`src/hdl/ued_pkg.sv`:
```
// Shared types, character constants and hex helpers for the escape decoder.
// No dependencies.
package ued_pkg;

  localparam int unsigned HoldMax = 6;
  localparam int unsigned CntW    = 3;

  localparam logic [7:0] ChBackslash = 8'h5C;
  localparam logic [7:0] ChSlash     = 8'h2F;
  localparam logic [7:0] ChLowerU    = 8'h75;

  typedef logic [7:0]      byte_t;
  typedef logic [CntW-1:0] cnt_t;
  typedef byte_t           win_t [HoldMax];

  typedef struct packed {
    byte_t value;
    logic  esc;
    cnt_t  used;
  } res_t;

  // {valid, nibble}
  function automatic logic [4:0] hex_val(input byte_t c);
    logic [4:0] r;
    r = 5'b0;
    if (c inside {[8'h30:8'h39]}) begin
      r = {1'b1, c[3:0]};
    end else if (c inside {[8'h61:8'h66], [8'h41:8'h46]}) begin
      r = {1'b1, 4'(c[3:0] + 4'd9)};
    end
    return r;
  endfunction

endpackage

```
`src/hdl/ued_in_if.sv`:
```
// Input channel of the escape decoder: one raw byte and its end mark per item.
// Depends on ued_pkg.
interface ued_in_if;
  import ued_pkg::*;
  logic  valid;
  logic  ready;
  byte_t in_byte;
  logic  last_in;

  modport source (output valid, output in_byte, output last_in, input ready);
  modport sink   (input valid, input in_byte, input last_in, output ready);
endinterface

```
`src/hdl/ued_out_if.sv`:
```
// Output channel of the escape decoder: one decoded byte and its flags per item.
// Depends on ued_pkg.
interface ued_out_if;
  import ued_pkg::*;
  logic  valid;
  logic  ready;
  byte_t out_byte;
  logic  was_escape;
  logic  last_out;

  modport source (output valid, output out_byte, output was_escape, output last_out,
                  input ready);
  modport sink   (input valid, input out_byte, input was_escape, input last_out,
                  output ready);
endinterface

```
`src/hdl/ued_resolve.sv`:
```
// Resolves the head of the byte window: six-byte escape, bare five-byte escape,
// or a plain byte. Depends on ued_pkg.
module ued_resolve
  import ued_pkg::*;
(
  input  win_t win_i,
  input  cnt_t cnt_i,
  output res_t res_o
);

  logic [4:0] h1, h2, h3, h4, h5;
  logic       esc6, esc5;

  assign h1 = hex_val(win_i[1]);
  assign h2 = hex_val(win_i[2]);
  assign h3 = hex_val(win_i[3]);
  assign h4 = hex_val(win_i[4]);
  assign h5 = hex_val(win_i[5]);

  assign esc6 = (win_i[0] == ChBackslash || win_i[0] == ChSlash) &&
                (cnt_i >= cnt_t'(6)) && (win_i[1] == ChLowerU) &&
                h2[4] && h3[4] && h4[4] && h5[4];
  assign esc5 = (win_i[0] == ChLowerU) && (cnt_i >= cnt_t'(5)) &&
                h1[4] && h2[4] && h3[4] && h4[4];

  always_comb begin
    if (esc6) begin
      res_o = '{value: {h4[3:0], h5[3:0]}, esc: 1'b1, used: cnt_t'(6)};
    end else if (esc5) begin
      res_o = '{value: {h3[3:0], h4[3:0]}, esc: 1'b1, used: cnt_t'(5)};
    end else begin
      res_o = '{value: win_i[0], esc: 1'b0, used: cnt_t'(1)};
    end
  end

endmodule

```
`src/hdl/unicode_escape_byte_decoder.sv`:
```
// Unicode escape byte decoder: "\uXXXX", "/uXXXX" and "uXXXX" become one byte.
// Throughput: one byte per cycle while a string streams and output is ready;
// a result appears in the output register in the cycle after the byte that
// completes a six-byte window. After the byte marked last, input stalls while
// the single shared head resolver flushes the window, a result per ready cycle.
// Reset empties the window and the output register; window bytes are not cleared.
module unicode_escape_byte_decoder
  import ued_pkg::*;
(
  input  logic clk_i,
  input  logic rst_ni,
  ued_in_if.sink    in_i,
  ued_out_if.source out_o
);

  win_t  buf_q, buf_d, win_new, src;
  cnt_t  cnt_q, cnt_d, src_cnt;
  logic  flush_q, flush_d;
  logic  out_valid_q, out_valid_d;
  byte_t out_byte_q, out_byte_d;
  logic  out_esc_q, out_esc_d, out_last_q, out_last_d;
  logic  out_load, accept, emit, done;
  res_t  res;

  assign out_load   = ~out_valid_q | out_o.ready;
  assign in_i.ready = ~flush_q & out_load;
  assign accept     = in_i.valid & in_i.ready;

  always_comb begin
    win_new = buf_q;
    for (int i = 0; i < HoldMax; i++) begin
      if (cnt_q == cnt_t'(i)) begin
        win_new[i] = in_i.in_byte;
      end
    end
  end

  assign src     = flush_q ? buf_q : win_new;
  assign src_cnt = flush_q ? cnt_q : cnt_t'(HoldMax);

  ued_resolve u_resolve (
    .win_i (src),
    .cnt_i (src_cnt),
    .res_o (res)
  );

  assign done = res.used >= cnt_q;

  always_comb begin
    buf_d       = buf_q;
    cnt_d       = cnt_q;
    flush_d     = flush_q;
    emit        = 1'b0;
    out_byte_d  = res.value;
    out_esc_d   = res.esc;
    out_last_d  = 1'b0;
    if (flush_q) begin
      if (out_load) begin
        emit       = 1'b1;
        out_last_d = done;
        if (done) begin
          flush_d = 1'b0;
          cnt_d   = '0;
        end else begin
          cnt_d = cnt_q - res.used;
        end
      end
    end else if (accept) begin
      if (in_i.last_in) begin
        buf_d   = win_new;
        cnt_d   = cnt_q + cnt_t'(1);
        flush_d = 1'b1;
      end else if (cnt_q == cnt_t'(HoldMax - 1)) begin
        emit  = 1'b1;
        cnt_d = cnt_t'(HoldMax) - res.used;
      end else begin
        buf_d = win_new;
        cnt_d = cnt_q + cnt_t'(1);
      end
    end
    // advance the window past the resolved head
    if (emit) begin
      if (res.used == cnt_t'(1)) begin
        for (int i = 0; i < HoldMax - 1; i++) begin
          buf_d[i] = src[i+1];
        end
      end else if (res.used == cnt_t'(5)) begin
        buf_d[0] = src[HoldMax-1];
      end
    end
  end

  assign out_valid_d = out_load ? emit : out_valid_q;

  always_ff @(posedge clk_i or negedge rst_ni) begin
    if (!rst_ni) begin
      cnt_q       <= '0;
      flush_q     <= 1'b0;
      out_valid_q <= 1'b0;
    end else begin
      cnt_q       <= cnt_d;
      flush_q     <= flush_d;
      out_valid_q <= out_valid_d;
    end
  end

  always_ff @(posedge clk_i) begin
    buf_q <= buf_d;
    if (out_load && emit) begin
      out_byte_q <= out_byte_d;
      out_esc_q  <= out_esc_d;
      out_last_q <= out_last_d;
    end
  end

  assign out_o.valid      = out_valid_q;
  assign out_o.out_byte   = out_byte_q;
  assign out_o.was_escape = out_esc_q;
  assign out_o.last_out   = out_last_q;

endmodule
```
`src/flat_wrapper.sv`:
```
// flat-port wrapper written by rule: the top's interface ports become plain ports
module unicode_escape_byte_decoder_flat import ued_pkg::*;
  (clk_i, rst_ni, in_i_valid, in_i_in_byte, in_i_last_in, in_i_ready, out_o_valid, out_o_out_byte, out_o_was_escape, out_o_last_out, out_o_ready);
  ued_in_if in_i_i ();
  ued_out_if out_o_i ();
  input  logic clk_i;
  input  logic rst_ni;
  input wire logic [$bits(in_i_i.valid)-1:0] in_i_valid;
  input wire logic [$bits(in_i_i.in_byte)-1:0] in_i_in_byte;
  input wire logic [$bits(in_i_i.last_in)-1:0] in_i_last_in;
  output wire logic [$bits(in_i_i.ready)-1:0] in_i_ready;
  output wire logic [$bits(out_o_i.valid)-1:0] out_o_valid;
  output wire logic [$bits(out_o_i.out_byte)-1:0] out_o_out_byte;
  output wire logic [$bits(out_o_i.was_escape)-1:0] out_o_was_escape;
  output wire logic [$bits(out_o_i.last_out)-1:0] out_o_last_out;
  input wire logic [$bits(out_o_i.ready)-1:0] out_o_ready;
  assign in_i_i.valid = in_i_valid;
  assign in_i_i.in_byte = in_i_in_byte;
  assign in_i_i.last_in = in_i_last_in;
  assign in_i_ready = in_i_i.ready;
  assign out_o_valid = out_o_i.valid;
  assign out_o_out_byte = out_o_i.out_byte;
  assign out_o_was_escape = out_o_i.was_escape;
  assign out_o_last_out = out_o_i.last_out;
  assign out_o_i.ready = out_o_ready;
  unicode_escape_byte_decoder u_core (.clk_i(clk_i), .rst_ni(rst_ni), .in_i(in_i_i), .out_o(out_o_i));
endmodule
```
`config.mk`:
```
export PLATFORM = sky130hd
export DESIGN_NAME = unicode_escape_byte_decoder_flat
export DESIGN_NICKNAME = d
export VERILOG_FILES = /design/src/hdl/ued_pkg.sv /design/src/hdl/ued_in_if.sv /design/src/hdl/ued_out_if.sv /design/src/hdl/ued_resolve.sv /design/src/hdl/unicode_escape_byte_decoder.sv /design/src/flat_wrapper.sv
export SDC_FILE = /design/constraint.sdc
export NUM_CORES = 1
export LEC_CHECK = 0
export BUFFER_PORTS_ARGS = -buffer_cell sky130_fd_sc_hd__buf_4
export CAP_MARGIN = 15
export CORE_AREA = 2 2 101 103
export DETAILED_ROUTE_END_ITERATION = 7
export DIE_AREA = 0 0 103 105
export GPL_ROUTABILITY_DRIVEN = 0
export GPL_TIMING_DRIVEN = 0
export MAX_ROUTING_LAYER = met4
export PLACE_DENSITY = 0.69
export REMOVE_ABC_BUFFERS = 1
export SYNTH_ARGS = -nofsm -noshare
export SYNTH_HDL_FRONTEND = slang
export SYNTH_SLANG_ARGS = --single-unit
export TNS_END_PERCENT = 100
```
`constraint.sdc`:
```
create_clock -name clk_i -period 5.6 [get_ports clk_i]
set_input_delay 1.12 -clock clk_i [delete_from_list [all_inputs] [get_ports clk_i]]
set_output_delay 1.12 -clock clk_i [all_outputs]
set_load 0.03 [all_outputs]
```
# Word-level counts from Yosys, hierarchy flattened
# Cells that the tools add are included.
[totals]
out_inout_bits = 12
register_bits = 63
wordCells = 153
in_bits = 13
[op_classes]
bitwise = 5
reduce_logical = 38
n_eq_ne = 13
n_addsub = 8
n_mux = 44
order_cmp = 33
[ops]
columns = ["operator", "count"]
rows = [
  ["48-bit 2-to-1 mux", 5],
  ["8-bit by 7-bit >= comparator with 1-bit output, second input constant", 10],
  ["8-bit by 7-bit less-or-equal comparator with 1-bit output, second input constant", 10],
  ["8-bit 2-to-1 mux", 8],
  ["5-bit 2-to-1 mux", 10],
  ["8-bit by 6-bit >= comparator with 1-bit output, second input constant", 5],
  ["8-bit by 6-bit less-or-equal comparator with 1-bit output, second input constant", 5],
  ["40-bit 2-to-1 mux", 1],
  ["32-bit 2-to-1 mux", 1],
  ["1-bit logical AND", 27],
  ["8-bit by 7-bit == test with 1-bit output, second input constant", 3],
  ["12-bit 2-to-1 mux", 2],
  ["3-bit 2-to-1 mux", 7],
  ["4-bit adder, second input constant", 5],
  ["2-bit nonzero test", 6],
  ["1-bit 2-to-1 mux", 10],
  ["3-bit == test, second input constant", 3],
  ["8-bit by 6-bit == test with 1-bit output, second input constant", 1],
  ["3-bit by 1-bit == test with 1-bit output, second input constant", 2],
  ["3-bit by 2-bit == test with 1-bit output, second input constant", 2],
  ["3-bit >= comparator, second input constant", 2],
  ["2-bit != test, second input constant", 2],
  ["2-bit AND reduction", 2],
  ["3-bit by 1-bit adder with 3-bit output, second input constant", 1],
  ["other kinds (9)", 11],
]

# Longest topological paths before layout
[logic_depth]
depth_word = 19
depth_mapped = 27
ltp_nobuf = 23

# By module
# Synthesis repeated with hierarchy kept, for this count alone.
[hier_totals]
hier_cells = 477
hier_area_um2 = 4670.7
[by_module_without_submodules]
columns = ["mod", "cells_each", "instances", "area_each_um2", "seq_area_each_um2"]
rows = [
  ["unicode_escape_byte_decoder", 347, 1, 3590.9, 1466.4],
  ["ued_resolve", 130, 1, 1079.8, 0.0],
]

# Least setup slack after synthesis
# Ideal clock, no wire load.
[synth_timing]
kind = "register to register"
from = "register u_core.cnt_q[2]"
to = "register u_core.cnt_q[1]"
path_slack_ps = 484
path_stages_with_launch = 25
setup_time_ps = 138
period_less_slack_ps = 5116
n_path_buf = 6
t_required_ps = 5462
t_arrival_ps = 4979
path_cell_list = "dfrtp_1 -> buf_2 -> clkbuf_1 -> inv_1 -> ha_1 -> nand2b_1 -> clkbuf_1 -> buf_1 -> mux2_2 -> inv_1 -> ha_1 -> o21bai_1 -> a2111oi_0 -> a22oi_1 -> a2111oi_4 -> and2_1 -> buf_4 -> inv_2 -> buf_2 -> ha_1 -> a21o_1 -> a21oi_1 -> a31oi_1 -> a311oi_1 -> a21oi_1"
[synth_between]
elab_chain_cells = 18
elab_cells_between_ends = 103
classes_between = "2 x add/sub; 33 x order compare; 9 x eq/ne; 26 x mux; 33 x reduce/logical"
[synth_rtl]
columns = ["element", "line", "source"]
rows = [
  ["start, declared", "unicode_escape_byte_decoder.sv:17", "cnt_t cnt_q, cnt_d, src_cnt;"],
  ["start signal, assigned", "unicode_escape_byte_decoder.sv:101", "cnt_q <= cnt_d;"],
  ["3-bit by 2-bit == test with 1-bit output / 3-bit by 1-bit == test with 1-bit output (equally long branches)", "unicode_escape_byte_decoder.sv:32", "if (cnt_q == cnt_t'(i)) begin"],
  ["8-bit 2-to-1 mux", "unicode_escape_byte_decoder.sv:32", ""],
  ["48-bit 2-to-1 mux", "unicode_escape_byte_decoder.sv:38", "assign src = flush_q ? buf_q : win_new;"],
  ["8-bit by 7-bit >= comparator with 1-bit output / 8-bit by 7-bit less-or-equal comparator with 1-bit output (equally long branches)", "ued_pkg.sv:28", "end else if (c inside {[8'h61:8'h66], [8'h41:8'h46]}) begin"],
  ["1-bit logical AND", "ued_pkg.sv:28", ""],
  ["2-bit nonzero test", "ued_pkg.sv:28", ""],
  ["5-bit 2-to-1 mux", "ued_pkg.sv:28", ""],
  ["5-bit 2-to-1 mux", "ued_pkg.sv:26", "if (c inside {[8'h30:8'h39]}) begin"],
  ["1-bit logical AND, on equally long branches", "ued_resolve.sv:21, ued_resolve.sv:23", ""],
  ["1-bit logical AND, on equally long branches (3 in series)", "ued_resolve.sv:22, ued_resolve.sv:24", ""],
  ["12-bit 2-to-1 mux, on equally long branches", "ued_resolve.sv:27, ued_resolve.sv:29", ""],
  ["3-bit subtractor / 12-bit 2-to-1 mux (equally long branches)", "unicode_escape_byte_decoder.sv:75, ued_resolve.sv:27", ""],
  ["3-bit 2-to-1 mux / 3-bit >= comparator (equally long branches)", "unicode_escape_byte_decoder.sv:73, unicode_escape_byte_decoder.sv:47", ""],
  ["3-bit 2-to-1 mux, on equally long branches", "unicode_escape_byte_decoder.sv:69, unicode_escape_byte_decoder.sv:61", ""],
  ["3-bit 2-to-1 mux, on equally long branches", "unicode_escape_byte_decoder.sv:68, unicode_escape_byte_decoder.sv:58", ""],
  ["3-bit 2-to-1 mux *", "unicode_escape_byte_decoder.sv:57", "if (flush_q) begin"],
]
# Mark *: on every way between the ends. The rest lies on a longest branch, timed or not. The select of a mux whose other input is x is not followed.
# A chain may end at the register's enable or synchronous reset.

# Worst setup path in the final report
# Ends and elaborated chain as after synthesis.

==> Flow_metrics.wiki <==
{| class="wikitable"
! Metric !! Value
|-
| Violation count after the first detailed-routing iteration || 396
|-
| Type of destination of the critical path || flop
|-
| Reg clk slew, reported paths || 80 ps
|-
| Combinational Power Share || 57.1%
|-
| Number of remaining DRC errors || 0
|-
| Critical Path Fanout Max || 18
|-
| Cell Rows || 36
|-
| H-tree Lvls || 3
|-
| Area of the core region || 9640 sq um
|-
| Die Y-Extent || 105 um
|-
| Top post-synthesis cells by area || sky130_fd_sc_hd__dfxtp_1 (17%), sky130_fd_sc_hd__edfxtp_1 (11%), sky130_fd_sc_hd__mux2i_1 (7.0%), sky130_fd_sc_hd__nand2_1 (6.8%), sky130_fd_sc_hd__ha_1 (4.5%)
|-
| Register bit total from synthesis || 63
|-
| Number of buffers added on ports || 24
|-
| Insertion delay of the later-clocked pin in the worst-skew pair || 360 ps
|-
| Post-DP Area || 4990 sq um
|-
| Result of the run || finished clean
|-
| Die X || 103 um
|-
| Fraction of power spent switching nets || 45.7%
|-
| Final std cells w/o fill || 711
|-
| Pwr dens || 588 nW/um^2
|-
| TritonCTS sink count || 63
|-
| Root buffer cell || sky130_fd_sc_hd__clkbuf_8
|-
| Data required time of the critical path || 5820 ps
|-
| Origin of the worst setup path || u_core.cnt_q[2]
|-
| Proportion of layout cells with a drive suffix above 1 || 16.3%
|-
| Worst-case setup margin in the final layout || 350 ps
|-
| Type of the worst setup path || reg2reg
|-
| Clock tree from TritonCTS || yes
|-
| Sequential power share || 30.9%
|-
| Drt first pass iters || 5
|-
| Mean area per synthesized cell || 8.27 sq um
|-
| Type of origin of the critical path || flop
|-
| Clock share of power || 12.0%
|-
| Minimum clock period || 5250 ps
|-
| Clock Skews || 13.9 ps
|-
| Detailed placer's ending HPWL || 9.68 mm
|-
| Worst R2R Path Depth || 18
|-
| Cell area after layout || 5200 sq um
|-
| Via count of the first global-routing pass || 4223
|-
| Most frequent cell on the critical path || sky130_fd_sc_hd__ha_1
|-
| Nets@finish || 604
|-
| Placement-stage worst setup slack || -3.84 ps
|-
| Crit-path cells || inv_1 > ha_1 > nand2b_2 > mux2_2 > inv_1 > ha_1 > o21bai_1 > a2111oi_0 > a22oi_1 > a2111oi_4 > and2_1 > inv_2 > ha_1 > a21o_1 > a21oi_1 > a31oi_1 > a311oi_1 > a21oi_1
|-
| Largest vdd supply drop || 0.000257 V
|-
| Highest-delay cell along the critical path || sky130_fd_sc_hd__dfrtp_2
|-
| Worst slew margin relative to its limit || 40.9%
|-
| Reg-to-Reg End || u_core.cnt_q[1]
|-
| Remaining antenna violation count || 0
|-
| Number of buffers and inverters on the critical path || 3
|-
| Min-Delay Path Class || reg2reg
|-
| Top-area cell type share of the netlist area || 16.9%
|-
| Most used flip-flop cell after synthesis || sky130_fd_sc_hd__dfxtp_1
|-
| Final worst hold slack || 526 ps
|-
| Initial antenna violation count || 0
|-
| FMAX || 0.190 GHz
|-
| Ports placed on the boundary || 25
|-
| Netlist Area Pre-Place || 4740 sq um
|-
| Data arrival, critical path || 5470 ps
|-
| Cell family with most CP delay || compound AO/OA/AOI/OAI gates
|-
| Via count normalized by instance count || 6.19
|-
| CP endpoint || u_core.cnt_q[1]
|-
| Area overhead of the layout relative to synthesis || 9.82%
|-
| Worst flop-to-flop path startpoint || u_core.cnt_q[2]
|-
| Die Area || 10800 sq um
|-
| Cell internal pwr || 1.66 mW
|-
| Starting Density || 49.2%
|-
| GRT overflow || 0
|-
| Top cell type by total area after synthesis || sky130_fd_sc_hd__dfxtp_1
|-
| Number of vias after detailed routing || 4401
|-
| Post-route clock period utilization || 93.7%
|-
| Number of hold violations in the final report || 0
|-
| YS warnings || 0
|-
| Switching power of the nets || 1.40 mW
|-
| Number of enable flip-flop cells after synthesis || 18
|-
| Synthesized netlist cell count || 573
|-
| Static Leak || 2.10 nW
|-
| Total CTS buffers || 9
|-
| Crit. path cell count || 18
|-
| Detailed-route wire length per cell || 19.5 um
|-
| Maximum number of pins on one net before global-route repair || 33
|-
| Max-Cap Viols || 0
|-
| Sum of routed wire length over all layers || 13.9 mm
|-
| Peak per-stage delay on the critical path || 600 ps
|-
| Sequential element share of the synthesized area || 30.9%
|-
| Unrepaired setup endpoints after global routing || false
|-
| FF-to-FF setup slack || 350 ps
|-
| Slew at the pin with the worst max-slew slack || 883 ps
|-
| Number of placed instances, taps included || 692
|-
| Max Transition Viols Final || 0
|-
| Total Power Consumption || 3.06 mW
|-
| Share of synthesized registers carrying an async set or reset || 7.94%
|-
| Number of antenna diodes || 0
|-
| Post-synthesis cell type count || 69
|-
| Maximum buffer depth of the clock tree || 2
|-
| Total track usage || 27.3%
|-
| Total of endpoints with negative setup slack in the final report || 0
|-
| First-pass GRT wire length || 22.4 mm
|}
cells in the mapped netlist (14+ instances only):
| cell type | count |
|---|---|
| sky130_fd_sc_hd__dfxtp_1 | 40 |
| sky130_fd_sc_hd__clkbuf_1 | 22 |
| sky130_fd_sc_hd__a21oi_1 | 17 |
| sky130_fd_sc_hd__nor2_1 | 52 |
| sky130_fd_sc_hd__nand2_1 | 86 |
| sky130_fd_sc_hd__mux2i_1 | 33 |
| sky130_fd_sc_hd__nand2b_1 | 20 |
| sky130_fd_sc_hd__edfxtp_1 | 18 |
| sky130_fd_sc_hd__nand3_1 | 19 |
| sky130_fd_sc_hd__o221a_2 | 14 |
| sky130_fd_sc_hd__ha_1 | 17 |
| sky130_fd_sc_hd__o21ai_0 | 30 |
| sky130_fd_sc_hd__inv_1 | 17 |
power groups by stage:
stage	combinational (mW)	sequential, mW	clock (mW)
after floorplan	1.21	0.928	0
after global placement	1.61	0.932	0
after detailed placement	1.70	0.943	0
after CTS	1.71	0.934	0.371
after global routing	1.92	0.972	0.386
final	1.75	0.946	0.367
cell families after synthesis:
group                      share of synthesized area (%)
and+or+nand+nor                                     25.2
AOI/OAI and AO/OA                                   22.7
DFF                                                 30.9
buffers and inverters                               5.18
muxes                                               9.59
adders and majority gates                           4.91
xor gates and xnor gates                            1.48
flip-flops by register name, indices dropped and copies added, names as in the netlist:
| register | count |
|---|---|
| u_core.out_o.valid | 1 |
| u_core.buf_q | 48 |
| u_core.out_o.last_out | 1 |
| u_core.out_o.out_byte | 8 |
| u_core.flush_q | 1 |
| u_core.out_o.was_escape | 1 |
| u_core.cnt_q | 3 |
cell type report:
cell class              instances  area [sq um]
flip-flops and latches         63          1470
multi-input cells             450          3060
inverters                      20          75.1
repair buffers                 29           258
clock inverters                 5          31.3
well taps                     133           166
clock buffers                  11           141
fillers                       914          4440
metal layers:
layer	up-vias	routed length (um)	part of all wire, %	global-route usage, %
li1	2079	-	-	-
met1	2091	6140	44	37.3
met2	202	6400	46	40.8
met3	29	1070	7.7	5.48
met4	0	280	2.0	8.08
met5	-	0	0	-
through the flow:
step	utilization [%]	TNS (ps)
6_report	54.0	0
5_1_grt	54.0	0
3_5_place_dp	51.7	-3.84
2_1_floorplan	-	0
3_3_place_gp	51.0	-17700
4_1_cts	53.6	0
timing repair:
action	in CTS	in global routing
buffers inserted	0	3
resized for setup	1	6
hold buffers	0	0
setup endpoints to repair	1	5
how the worst min path moves through the flow:
| stage | depth (start not counted) | to | from | slack (ps) |
|---|---|---|---|---|
| after floorplan | 1 | u_core.buf_q[37] | u_core.buf_q[37] | 460 |
| after global placement | 1 | u_core.buf_q[37] | u_core.buf_q[37] | 500 |
| after detailed placement | 1 | u_core.buf_q[38] | u_core.buf_q[38] | 500 |
| after CTS | 1 | u_core.buf_q[38] | u_core.buf_q[38] | 520 |
| after global routing | 1 | u_core.buf_q[38] | u_core.buf_q[38] | 540 |
| final | 1 | u_core.buf_q[38] | u_core.buf_q[38] | 530 |
cells in the final DEF, fill, tap and decap left out, types with 11 or more instances in the layout:
cell                       instances
sky130_fd_sc_hd__mux2_2           11
sky130_fd_sc_hd__o21ai_0          30
sky130_fd_sc_hd__nand2b_1         19
sky130_fd_sc_hd__buf_4            27
sky130_fd_sc_hd__ha_1             16
sky130_fd_sc_hd__nand3_1          19
sky130_fd_sc_hd__edfxtp_1         18
sky130_fd_sc_hd__nor2_1           52
sky130_fd_sc_hd__a21oi_1          17
sky130_fd_sc_hd__inv_1            17
sky130_fd_sc_hd__o221a_2          14
sky130_fd_sc_hd__nand2_1          86
sky130_fd_sc_hd__mux2i_1          31
sky130_fd_sc_hd__dfxtp_1          40
Power figures use the tool's default switching activity.
